`src/dtq_pkg.sv`:
```
`default_nettype none
package dtq_pkg;

	localparam int unsigned N_TIMERS = 16;
	localparam int unsigned ID_W     = 4;
	localparam int unsigned LEN_W    = 5;
	localparam int unsigned DELTA_W  = 32;
	localparam int unsigned OWN_W    = 16;

	typedef enum logic [1:0] {
		CMD_ADD    = 2'd0,
		CMD_DELETE = 2'd1,
		CMD_TICK   = 2'd2,
		CMD_UNUSED = 2'd3
	} cmd_t;

	typedef enum logic [1:0] {
		KIND_ACCEPTED  = 2'd0,
		KIND_EXPIRED   = 2'd1,
		KIND_REJECTED  = 2'd2,
		KIND_IDLE_TICK = 2'd3
	} kind_t;

	typedef enum logic [3:0] {
		ST_IDLE,
		ST_RESP,
		ST_ADD_RD,
		ST_ADD_CHK,
		ST_ADD_WCUR,
		ST_ADD_WNEW,
		ST_ADD_WPREV,
		ST_DEL_RD,
		ST_DEL_CHK,
		ST_DEL_RDS,
		ST_DEL_WSUC,
		ST_DEL_WPREV,
		ST_TK_PEEK,
		ST_TK_CHK,
		ST_TK_LOOK,
		ST_TK_EMIT
	} state_t;

	// one read and one write per cycle on the slot store
	typedef struct packed {
		logic               rd_en;
		logic [ID_W-1:0]    rd_addr;
		logic               wr_en;
		logic [ID_W-1:0]    wr_addr;
		logic [ID_W-1:0]    wr_next;
		logic [DELTA_W-1:0] wr_delta;
		logic               own_we;
		logic [OWN_W-1:0]   own_data;
	} mem_req_t;

	typedef struct packed {
		logic [ID_W-1:0]    next;
		logic [DELTA_W-1:0] delta;
		logic [OWN_W-1:0]   owner;
	} mem_rsp_t;

endpackage
`default_nettype wire

```
`src/dtq_store.sv`:
```
`default_nettype none
module dtq_store (
	input  wire logic              clk,
	input  wire dtq_pkg::mem_req_t req,
	output dtq_pkg::mem_rsp_t      rsp
);
	// link and delta share one word; owner sits in its own array
	logic [dtq_pkg::ID_W+dtq_pkg::DELTA_W-1:0] link_mem [dtq_pkg::N_TIMERS];
	logic [dtq_pkg::OWN_W-1:0]                 own_mem  [dtq_pkg::N_TIMERS];

	always_ff @(posedge clk) begin
		if (req.wr_en) begin
			link_mem[req.wr_addr] <= {req.wr_next, req.wr_delta};
		end
		if (req.own_we) begin
			own_mem[req.wr_addr] <= req.own_data;
		end
		if (req.rd_en) begin
			{rsp.next, rsp.delta} <= link_mem[req.rd_addr];
			rsp.owner             <= own_mem[req.rd_addr];
		end
	end
endmodule
`default_nettype wire

```
`src/delta_timer_queue.sv`:
```
`default_nettype none
// Delta-list timer queue for up to 16 numbered timers.
// Slave stream carries commands: tuser = cmd (0 add, 1 delete, 2 tick),
// tdata = timer_id, delay, owner. Master stream carries results:
// tuser = kind, tdata = id and owner, tlast marks the final result of a command.
// Add and delete give one result; a tick gives one result per expired timer,
// or one idle-tick result.
// Timers live in a linked list in a slot store with registered reads;
// each entry keeps its delay relative to its predecessor.
// Commands walk the list over the store's single read port, so one
// command is in work at a time and up to 16 entries may be visited.
// A command is taken whenever the engine is idle, even while the last result
// still waits in the output register; a stalled receiver holds the engine at
// its next result until the register frees.
// Reset empties the list and disarms all timers; store contents are left
// as they are and only read for armed slots.
module delta_timer_queue (
	input  wire logic        clk,
	input  wire logic        arst_n,
	input  wire logic        s_tvalid,
	output logic             s_tready,
	input  wire logic [55:0] s_tdata,  // [3:0] timer_id, [35:4] delay, [51:36] owner, zero pad
	input  wire logic [1:0]  s_tuser,  // [1:0] cmd
	output logic             m_tvalid,
	input  wire logic        m_tready,
	output logic [23:0]      m_tdata,  // [3:0] expired or command timer_id, [19:4] expired_owner, zero pad
	output logic [1:0]       m_tuser,  // [1:0] kind
	output logic             m_tlast
);
	localparam int unsigned IW = dtq_pkg::ID_W;
	localparam int unsigned LW = dtq_pkg::LEN_W;
	localparam int unsigned DW = dtq_pkg::DELTA_W;
	localparam int unsigned OW = dtq_pkg::OWN_W;

	dtq_pkg::state_t   state_q, state_d;
	dtq_pkg::mem_req_t req;
	dtq_pkg::mem_rsp_t rsp;

	logic [IW-1:0]               head_q, id_q, cur_q, prev_q, nxt_q, pend_id_q, res_id_q;
	logic [LW-1:0]               len_q, cnt_q;
	logic [dtq_pkg::N_TIMERS-1:0] armed_q;
	logic [DW-1:0]               rem_q, prev_d_q, del_d_q;
	logic [OW-1:0]               own_q, pend_own_q;
	logic                        has_prev_q, first_q, final_q;
	dtq_pkg::kind_t              res_kind_q;

	// input fields
	dtq_pkg::cmd_t in_cmd;
	logic [IW-1:0] in_id;
	logic [DW-1:0] in_delay;
	logic [OW-1:0] in_owner;
	logic          in_acc, out_load;
	logic [DW-1:0] dn;     // head delta after this tick's decrement
	logic          hit;

	assign in_cmd   = dtq_pkg::cmd_t'(s_tuser);
	assign in_id    = s_tdata[3:0];
	assign in_delay = s_tdata[35:4];
	assign in_owner = s_tdata[51:36];
	assign s_tready = (state_q == dtq_pkg::ST_IDLE);
	assign in_acc   = s_tvalid && s_tready;
	assign out_load = ((state_q == dtq_pkg::ST_RESP) || (state_q == dtq_pkg::ST_TK_EMIT))
		&& (!m_tvalid || m_tready);
	assign dn       = (first_q && (rsp.delta != '0)) ? rsp.delta - 1'b1 : rsp.delta;
	assign hit      = (rem_q < rsp.delta);

	dtq_store u_store (
		.clk (clk),
		.req (req),
		.rsp (rsp)
	);

	// next state
	always_comb begin
		state_d = state_q;
		unique case (state_q)
			dtq_pkg::ST_IDLE: begin
				if (in_acc) begin
					unique case (in_cmd)
						dtq_pkg::CMD_ADD: begin
							if (in_delay == '0 || armed_q[in_id]) state_d = dtq_pkg::ST_RESP;
							else state_d = dtq_pkg::ST_ADD_RD;
						end
						dtq_pkg::CMD_DELETE: begin
							if (!armed_q[in_id]) state_d = dtq_pkg::ST_RESP;
							else state_d = dtq_pkg::ST_DEL_RD;
						end
						dtq_pkg::CMD_TICK: begin
							if (len_q == '0) state_d = dtq_pkg::ST_RESP;
							else state_d = dtq_pkg::ST_TK_PEEK;
						end
						default: state_d = dtq_pkg::ST_RESP;
					endcase
				end
			end
			dtq_pkg::ST_RESP:     if (out_load) state_d = dtq_pkg::ST_IDLE;
			dtq_pkg::ST_ADD_RD:   state_d = (cnt_q == '0) ? dtq_pkg::ST_ADD_WNEW : dtq_pkg::ST_ADD_CHK;
			dtq_pkg::ST_ADD_CHK:  state_d = hit ? dtq_pkg::ST_ADD_WCUR : dtq_pkg::ST_ADD_RD;
			dtq_pkg::ST_ADD_WCUR: state_d = dtq_pkg::ST_ADD_WNEW;
			dtq_pkg::ST_ADD_WNEW: state_d = has_prev_q ? dtq_pkg::ST_ADD_WPREV : dtq_pkg::ST_RESP;
			dtq_pkg::ST_ADD_WPREV: state_d = dtq_pkg::ST_RESP;
			dtq_pkg::ST_DEL_RD:   state_d = dtq_pkg::ST_DEL_CHK;
			dtq_pkg::ST_DEL_CHK: begin
				if (cur_q != id_q) state_d = dtq_pkg::ST_DEL_RD;
				else if (cnt_q > LW'(1)) state_d = dtq_pkg::ST_DEL_RDS;
				else state_d = dtq_pkg::ST_DEL_WPREV;
			end
			dtq_pkg::ST_DEL_RDS:   state_d = dtq_pkg::ST_DEL_WSUC;
			dtq_pkg::ST_DEL_WSUC:  state_d = dtq_pkg::ST_DEL_WPREV;
			dtq_pkg::ST_DEL_WPREV: state_d = dtq_pkg::ST_RESP;
			dtq_pkg::ST_TK_PEEK:   state_d = first_q ? dtq_pkg::ST_TK_CHK : dtq_pkg::ST_TK_LOOK;
			dtq_pkg::ST_TK_CHK: begin
				if (dn != '0) state_d = dtq_pkg::ST_RESP;
				else if (len_q == LW'(1)) state_d = dtq_pkg::ST_TK_EMIT;
				else state_d = dtq_pkg::ST_TK_PEEK;
			end
			dtq_pkg::ST_TK_LOOK: state_d = dtq_pkg::ST_TK_EMIT;
			dtq_pkg::ST_TK_EMIT: begin
				if (out_load) state_d = final_q ? dtq_pkg::ST_IDLE : dtq_pkg::ST_TK_CHK;
			end
			default: state_d = dtq_pkg::ST_IDLE;
		endcase
	end

	// store requests
	always_comb begin
		req          = '0;
		req.own_data = own_q;
		unique case (state_q)
			dtq_pkg::ST_ADD_RD: begin
				req.rd_en   = (cnt_q != '0);
				req.rd_addr = cur_q;
			end
			dtq_pkg::ST_ADD_WCUR: begin
				req.wr_en    = 1'b1;
				req.wr_addr  = cur_q;
				req.wr_next  = rsp.next;
				req.wr_delta = rsp.delta - rem_q;
			end
			dtq_pkg::ST_ADD_WNEW: begin
				req.wr_en    = 1'b1;
				req.own_we   = 1'b1;
				req.wr_addr  = id_q;
				req.wr_next  = cur_q;
				req.wr_delta = rem_q;
			end
			dtq_pkg::ST_ADD_WPREV: begin
				req.wr_en    = 1'b1;
				req.wr_addr  = prev_q;
				req.wr_next  = id_q;
				req.wr_delta = prev_d_q;
			end
			dtq_pkg::ST_DEL_RD: begin
				req.rd_en   = 1'b1;
				req.rd_addr = cur_q;
			end
			dtq_pkg::ST_DEL_RDS: begin
				req.rd_en   = 1'b1;
				req.rd_addr = nxt_q;
			end
			dtq_pkg::ST_DEL_WSUC: begin
				req.wr_en    = 1'b1;
				req.wr_addr  = nxt_q;
				req.wr_next  = rsp.next;
				req.wr_delta = rsp.delta + del_d_q;
			end
			dtq_pkg::ST_DEL_WPREV: begin
				req.wr_en    = has_prev_q;
				req.wr_addr  = prev_q;
				req.wr_next  = nxt_q;
				req.wr_delta = prev_d_q;
			end
			dtq_pkg::ST_TK_PEEK: begin
				req.rd_en   = 1'b1;
				req.rd_addr = head_q;
			end
			dtq_pkg::ST_TK_CHK: begin
				// surviving head keeps its decremented delta
				req.wr_en    = (dn != '0) && (dn != rsp.delta);
				req.wr_addr  = head_q;
				req.wr_next  = rsp.next;
				req.wr_delta = dn;
			end
			default: req.rd_en = 1'b0;
		endcase
	end

	// control state
	always_ff @(posedge clk or negedge arst_n) begin
		if (!arst_n) begin
			state_q  <= dtq_pkg::ST_IDLE;
			len_q    <= '0;
			armed_q  <= '0;
			m_tvalid <= 1'b0;
		end else begin
			state_q <= state_d;
			if (out_load) m_tvalid <= 1'b1;
			else if (m_tready) m_tvalid <= 1'b0;
			if (state_q == dtq_pkg::ST_ADD_WNEW) begin
				len_q          <= len_q + 1'b1;
				armed_q[id_q]  <= 1'b1;
			end
			if (state_q == dtq_pkg::ST_DEL_WPREV) begin
				len_q          <= len_q - 1'b1;
				armed_q[id_q]  <= 1'b0;
			end
			if (state_q == dtq_pkg::ST_TK_CHK && dn == '0) begin
				len_q            <= len_q - 1'b1;
				armed_q[head_q]  <= 1'b0;
			end
		end
	end

	// datapath
	always_ff @(posedge clk) begin
		unique case (state_q)
			dtq_pkg::ST_IDLE: begin
				id_q       <= in_id;
				rem_q      <= in_delay;
				own_q      <= in_owner;
				cur_q      <= head_q;
				cnt_q      <= len_q;
				has_prev_q <= 1'b0;
				first_q    <= 1'b1;
				res_id_q   <= (in_cmd == dtq_pkg::CMD_TICK) ? '0 : in_id;
				unique case (in_cmd)
					dtq_pkg::CMD_ADD:    res_kind_q <= dtq_pkg::KIND_REJECTED;
					dtq_pkg::CMD_DELETE: res_kind_q <= dtq_pkg::KIND_ACCEPTED;
					dtq_pkg::CMD_TICK:   res_kind_q <= dtq_pkg::KIND_IDLE_TICK;
					default: res_kind_q <= dtq_pkg::KIND_REJECTED;
				endcase
			end
			dtq_pkg::ST_ADD_CHK: begin
				if (!hit) begin
					rem_q      <= rem_q - rsp.delta;
					prev_q     <= cur_q;
					prev_d_q   <= rsp.delta;
					has_prev_q <= 1'b1;
					cur_q      <= rsp.next;
					cnt_q      <= cnt_q - 1'b1;
				end
			end
			dtq_pkg::ST_ADD_WNEW: begin
				res_kind_q <= dtq_pkg::KIND_ACCEPTED;
				if (!has_prev_q) head_q <= id_q;
			end
			dtq_pkg::ST_DEL_CHK: begin
				if (cur_q == id_q) begin
					del_d_q <= rsp.delta;
					nxt_q   <= rsp.next;
				end else begin
					prev_q     <= cur_q;
					prev_d_q   <= rsp.delta;
					has_prev_q <= 1'b1;
					cur_q      <= rsp.next;
					cnt_q      <= cnt_q - 1'b1;
				end
			end
			dtq_pkg::ST_DEL_WPREV: begin
				if (!has_prev_q) head_q <= nxt_q;
			end
			dtq_pkg::ST_TK_CHK: begin
				if (dn == '0) begin
					pend_id_q  <= head_q;
					pend_own_q <= rsp.owner;
					head_q     <= rsp.next;
					first_q    <= 1'b0;
					final_q    <= (len_q == LW'(1));
				end
			end
			dtq_pkg::ST_TK_LOOK: final_q <= (rsp.delta != '0);
			default: first_q <= first_q;
		endcase

		if (out_load) begin
			if (state_q == dtq_pkg::ST_RESP) begin
				m_tuser <= res_kind_q;
				m_tdata <= {4'd0, {OW{1'b0}}, res_id_q};
				m_tlast <= 1'b1;
			end else begin
				m_tuser <= dtq_pkg::KIND_EXPIRED;
				m_tdata <= {4'd0, pend_own_q, pend_id_q};
				m_tlast <= final_q;
			end
		end
	end
endmodule
`default_nettype wire
```
`config.mk`:
```
export PLATFORM = sky130hd
export DESIGN_NAME = delta_timer_queue
export DESIGN_NICKNAME = d
export VERILOG_FILES = /design/src/dtq_pkg.sv /design/src/dtq_store.sv /design/src/delta_timer_queue.sv
export SDC_FILE = /design/constraint.sdc
export NUM_CORES = 2
export LEC_CHECK = 0
export BUFFER_PORTS_ARGS = -buffer_cell sky130_fd_sc_hd__buf_2
export CORE_MARGIN = 2
export CORE_UTILIZATION = 47
export CTS_CLUSTER_DIAMETER = 80
export DETAILED_ROUTE_END_ITERATION = 10
export GPL_TIMING_DRIVEN = 1
export PLACE_DENSITY_LB_ADDON = 0.1
export SYNTH_ARGS = -nofsm -noshare
export SYNTH_HDL_FRONTEND = slang
export SYNTH_HIERARCHICAL = 1
export SYNTH_SLANG_ARGS = --single-unit
```
`constraint.sdc`:
```
create_clock -name clk -period 7.5 [get_ports clk]
set_clock_uncertainty 0.15 [all_clocks]
set_input_delay 1.5 -clock clk [delete_from_list [all_inputs] [get_ports clk]]
set_output_delay 1.5 -clock clk [all_outputs]
set_load 0.05 [all_outputs]
```
======== Word-level counts from Yosys, hierarchy flattened ========
Memories as Yosys holds them, arrays and structs flattened. A register that Yosys moved wholly into a read port is not among the register bits.
Cells that the tools add are included.
operators by class
  shifts and indexed selects .............. 0
  eq/ne operators ......................... 29
  mux-type cells .......................... 68
  div/mod/pow operators ................... 0
  multipliers ............................. 0
  order comparisons ....................... 7
  reductions and logical operators ........ 41
  add/sub/neg operators ................... 7
  bitwise operators ....................... 5
operator list
  kind                     count
  $pmux W41 S6             1
  $mux W32                 4
  $pmux W32 S2             2
  $logic_not A32 Y1        2
  $reduce_bool A32 Y1      2
  $sub A32 B32 Y32         2
  $mux W4                  15
  $pmux W4 S15             1
  $mux W16                 3
  $pmux W4 S3              4
  $add A32 B32 Y32         1
  $and A16 B16 Y16         2
  $eq A4 B4 Y1 const B     8
  $lt A32 B32 Y1           1
  $ne A32 B32 Y1           1
  $not A16 Y16             2
  $sub A32 B1 Y32 const B  1
  $mux W5                  5
  $eq A4 B3 Y1 const B     4
  $or A16 B16 Y16          1
  $lt A4 B5 Y1 const B     3
  $pmux W5 S3              1
  $mux W1                  14
  $mux W3                  4
  other kinds (34)         73
storage, ports and cells
  word-level logic and storage cells ...... 184
  RAM bits ................................ 832
  input port bits ......................... 62
  ROM bits ................................ 0
  memories ................................ 2
  register bits after elaboration ......... 219
  latch bits .............................. 0
memories
  memory            words  bits a word  read ports  clocked after memory_dff  wr ports  line            text
  u_store.link_mem  16     36           1           1                         1         dtq_store.sv:8  logic [dtq_pkg::ID_W+dtq_pkg::DELTA_W-1:0] link_mem [dtq_pkg::N_TIMERS];
  u_store.own_mem   16     16           1           1                         1         dtq_store.sv:9  logic [dtq_pkg::OWN_W-1:0] own_mem [dtq_pkg::N_TIMERS];

======== Longest topological paths before layout ========
  depth in word-level cells ............... 10
  mapped depth ............................ 20
  depth with buffers taken out ............ 19

======== Hierarchy ========
The synthesis kept the hierarchy.
modules (own cells, without submodules)
  module             seq. area each (µm²)  instances  cells an instance  area each (µm²)
  dtq_store          26,545.5              1          1,368              32,835.2
  delta_timer_queue  6,326.1               1          1,553              14,891.8

======== Worst setup path after synthesis ========
No wires, ideal clock.
  kind .................................... register to register
  from .................................... register u_store/rsp[17] (netlist name)
  to ...................................... memory u_store/link_mem[0][0] in the netlist's numbering (enable)
  setup time .............................. 429 ps
  slack ................................... 1,911 ps
  period minus slack after synthesis ...... 5,589 ps
  arrival ................................. 5,009 ps
  cell stages (with the launch flop) ...... 15
  cell sequence ........................... edfxtp_1 -> inv_1 -> ha_1 -> nand2_1 -> or3_1 -> clkbuf_1 -> or4_1 -> o21ai_0 -> nor4_1 -> and4b_1 -> nand4_1 -> nand2_1 -> o21ai_0 -> or3b_2 -> nor2_1
RTL lines
  element           line
  end: declaration  dtq_store.sv:8

==> run summary <==
worst slew pin tran - 1.19 ns
CTS resizes - 0
Final Max Slew Viols - 0
worst-skew pair later-pin latency - 0.72 ns
CP max FO - 32
Post-synth EDFFs - 1073
final setup vio count - 0
Tot Pwr - 0.0241 W
fmax - 169 MHz
root buffer cell - clkbuf_16
DP HPWL - 75500 um
H-tree depth - 3
min-delay worst type - reg -> reg
CTS tree - yes
core region area - 0.100 mm^2
synthesis warning total - 6
part of the cycle the worst path needs - 0.790
Netlist cell types - 95
PwrDens - 446 mW/mm^2
Hold Crit Start - u_store/rsp[6]
kind of end point of the critical path - flop
status - completed
vias in the first global route - 27500
gr ovfl total - 0
CP startpoint - state_q[1]
final layout net count - 3210
Final min period - 5.93 ns
post-DR wirelength/cell - 26.7 um
Total Routing Usage GR - 0.234
DRC viols - 0
die area - 0.104 mm^2
Worst VDD drop - 0.339 mV
post-route insts no fill - 4527
crit path DAT - 6.18 ns
Final Hold Fails - 0
initial DRC count - 3150
leading area contributor after synthesis - edfxtp_1
final wirelength - 121000 um
routed vias - 27400
max_slew headroom - 0.205
count leader, synth - edfxtp_1
Seq cells post-synth - 1099
cts bufs inserted - 114
Critical Path RT - 7.75 ns
slowest cell on the critical path - dfrtp_1
Mapped Cells - 2921
post-synthesis sequential area ratio - 0.689
CP Launch Type - flop
dpl cells - 4316
Port-buffer cells - 82
TNS Setup - 0 ns
Post-CTS Setup Bufs - 0
Reg-to-Reg Start - state_q[1]
fin area - 0.0539 mm^2
# rows - 116
layout cell share with drive strength beyond 1 - 0.207
die width - 323 um
main area contributors after synthesis - edfxtp_1, mux4_2, ha_1
CP Cell Sequence - nand2_1 -> nor2_4 -> mux2_2 -> ha_1 -> a211o_1 -> o211ai_1 -> a21o_1 -> a31o_2 -> a41oi_2 -> a21oi_1 -> o21ai_0 -> a2111oi_0 -> a311o_1
drt pass-1 iters - 8
Post-synth ARST share - 0.0237
# IOs - 91
max-capacitance violation count - 0
top_reg_cell synth - edfxtp_1
area grow syn2layout - 13.0%
first-pass GRT wire length - 179000 um
Placed Area - 0.0503 mm^2
initial antenna violation count - 3
Clock transition at path regs - 0.06 ns
vias per inst - 6.06
Starting Density - 0.475
largest net degree at the start of global routing - 90
top cells by count, synth - edfxtp_1, nand2_1, mux4_2
clk sink count - 1099
top-area cell type share of the netlist area - 0.675
Post-CTS Hold Buffers - 0
Longest Clk Path Bufs - 3
Vert. Die Dim - 323 um
unrepaired setup endpoints after global routing - no
gp weighted congestion - 0.929
Avg Synthesized Cell Area - 16.3 um^2
Setup Crit Path Kind - reg -> reg
Static Leak - 17.6 nW
Cell Area, Synth - 0.0477 mm^2
post-route ant nets - 0
Max stage delay on crit path - 0.94 ns
## state kept, by name (all words and copies together) (netlist names), 4 cells and up
| register | cells |
|---|---|
| pend_id_q | 4 |
| u_store/own_mem | 256 |
| prev_q | 4 |
| id_q | 4 |
| rem_q | 32 |
| len_q | 5 |
| cur_q | 4 |
| head_q | 4 |
| u_store/link_mem | 576 |
| pend_own_q | 16 |
| own_q | 16 |
| m_tdata | 20 |
| armed_q | 16 |
| u_store/rsp | 52 |
| cnt_q | 5 |
| prev_d_q | 32 |
| nxt_q | 4 |
| res_id_q | 4 |
| del_d_q | 32 |
| state_q | 4 |
## path summary, 6_finish.rpt
| kind | endpoint | slack, ns | depth (start not counted) |
|---|---|---|---|
| setup / recovery | u_store/link_mem[6][31] | 1.57 | 13 |
| hold / removal | pend_own_q[6] | 0.27 | 0 |
| setup reg to reg | u_store/link_mem[6][31] | 1.57 | 13 |
| hold reg to reg | pend_own_q[6] | 0.27 | 0 |
| max in group asynchronous | armed_q[2] | 6.08 | 1 |
| min in group asynchronous | armed_q[10] | 0.69 | 1 |
## layer usage
| metal | GRT usage | up-vias | part of all wire |
|---|---|---|---|
| met4 | 0.0613 | 0 | 0.024 |
| met5 | 0 | - | 0 |
| met1 | 0.351 | 14300 | 0.46 |
| met2 | 0.364 | 848 | 0.47 |
| met3 | 0.0286 | 179 | 0.053 |
| li1 | - | 12100 | - |
## stage by stage
stage / util / hold slack [ns] / worst slack [ns]
final: 0.537 / 0.268 / 1.57
after global routing: 0.537 / 0.275 / 1.07
after CTS: 0.537 / 0.271 / 1.44
after detailed placement: 0.500 / 0.256 / 1.45
after global placement: 0.500 / 0.257 / 1.64
after floorplan: - / 0.250 / 1.91
## area by class of cell
type / count / area [um^2]
inverters: 62 / 233
clock inverters: 67 / 673
clock buffers: 143 / 3000
diodes: 1 / 2.50
flip-flops and latches: 1099 / 32900
repair buffers: 174 / 1280
fillers: 8153 / 46500
well taps: 1357 / 1700
multi-input cells: 1624 / 14200
## layout by cell type (no fill, tap or decap), types with 10 or more instances in the layout
cell type  instances
a211oi_1          11
a21o_1            33
a21oi_1          102
a222oi_1          31
a22oi_1          117
a31oi_1           19
and2_1            12
buf_12            14
buf_2             82
buf_4             78
bufinv_16         10
clkbuf_1          26
clkbuf_16        115
clkinv_1          28
clkinv_2          17
dfrtp_1           26
edfxtp_1        1073
ha_1              71
inv_1             61
mux4_2           213
nand2_1          221
nand2b_1          26
nand3_1           34
nand4_1           16
nor2_1           105
nor2_2            19
nor2_4            18
nor2b_1           28
nor3_1            59
nor4_1            23
o21ai_0          127
o22ai_1           14
or2_2             11
or3_1             12
xnor2_1           65
xor2_1            43
## worst max-delay path, delay by kind of cell, from the launching register on
| family | cells | cell delay (ns) |
|---|---|---|
| compound gates | 9 | 2.69 |
| simple gates | 2 | 1.07 |
| flops | 1 | 0.94 |
| mux | 1 | 0.43 |
| fa+ha+maj | 1 | 0.30 |
## logic make-up after synthesis
| kind of cell | count (synthesis) | synth area share |
|---|---|---|
| flip-flops | 1099 | 0.689 |
| AND/OR/NAND/NOR | 657 | 0.0701 |
| AO/OA/AOI/OAI | 553 | 0.0781 |
| multiplexers | 229 | 0.104 |
| buffers and inverters | 201 | 0.0196 |
| XOR/XNOR | 108 | 0.0198 |
| adder cells (fa/ha/maj) | 73 | 0.0195 |
| other | 1 | 0.0000786 |
## report_power, final
part	total (W)	switching (W)	internal [W]
registers	0.00961	0.000851	0.00876
logic	0.00893	0.00567	0.00326
clock network	0.00553	0.00236	0.00318
Power figures use the tool's default switching activity.
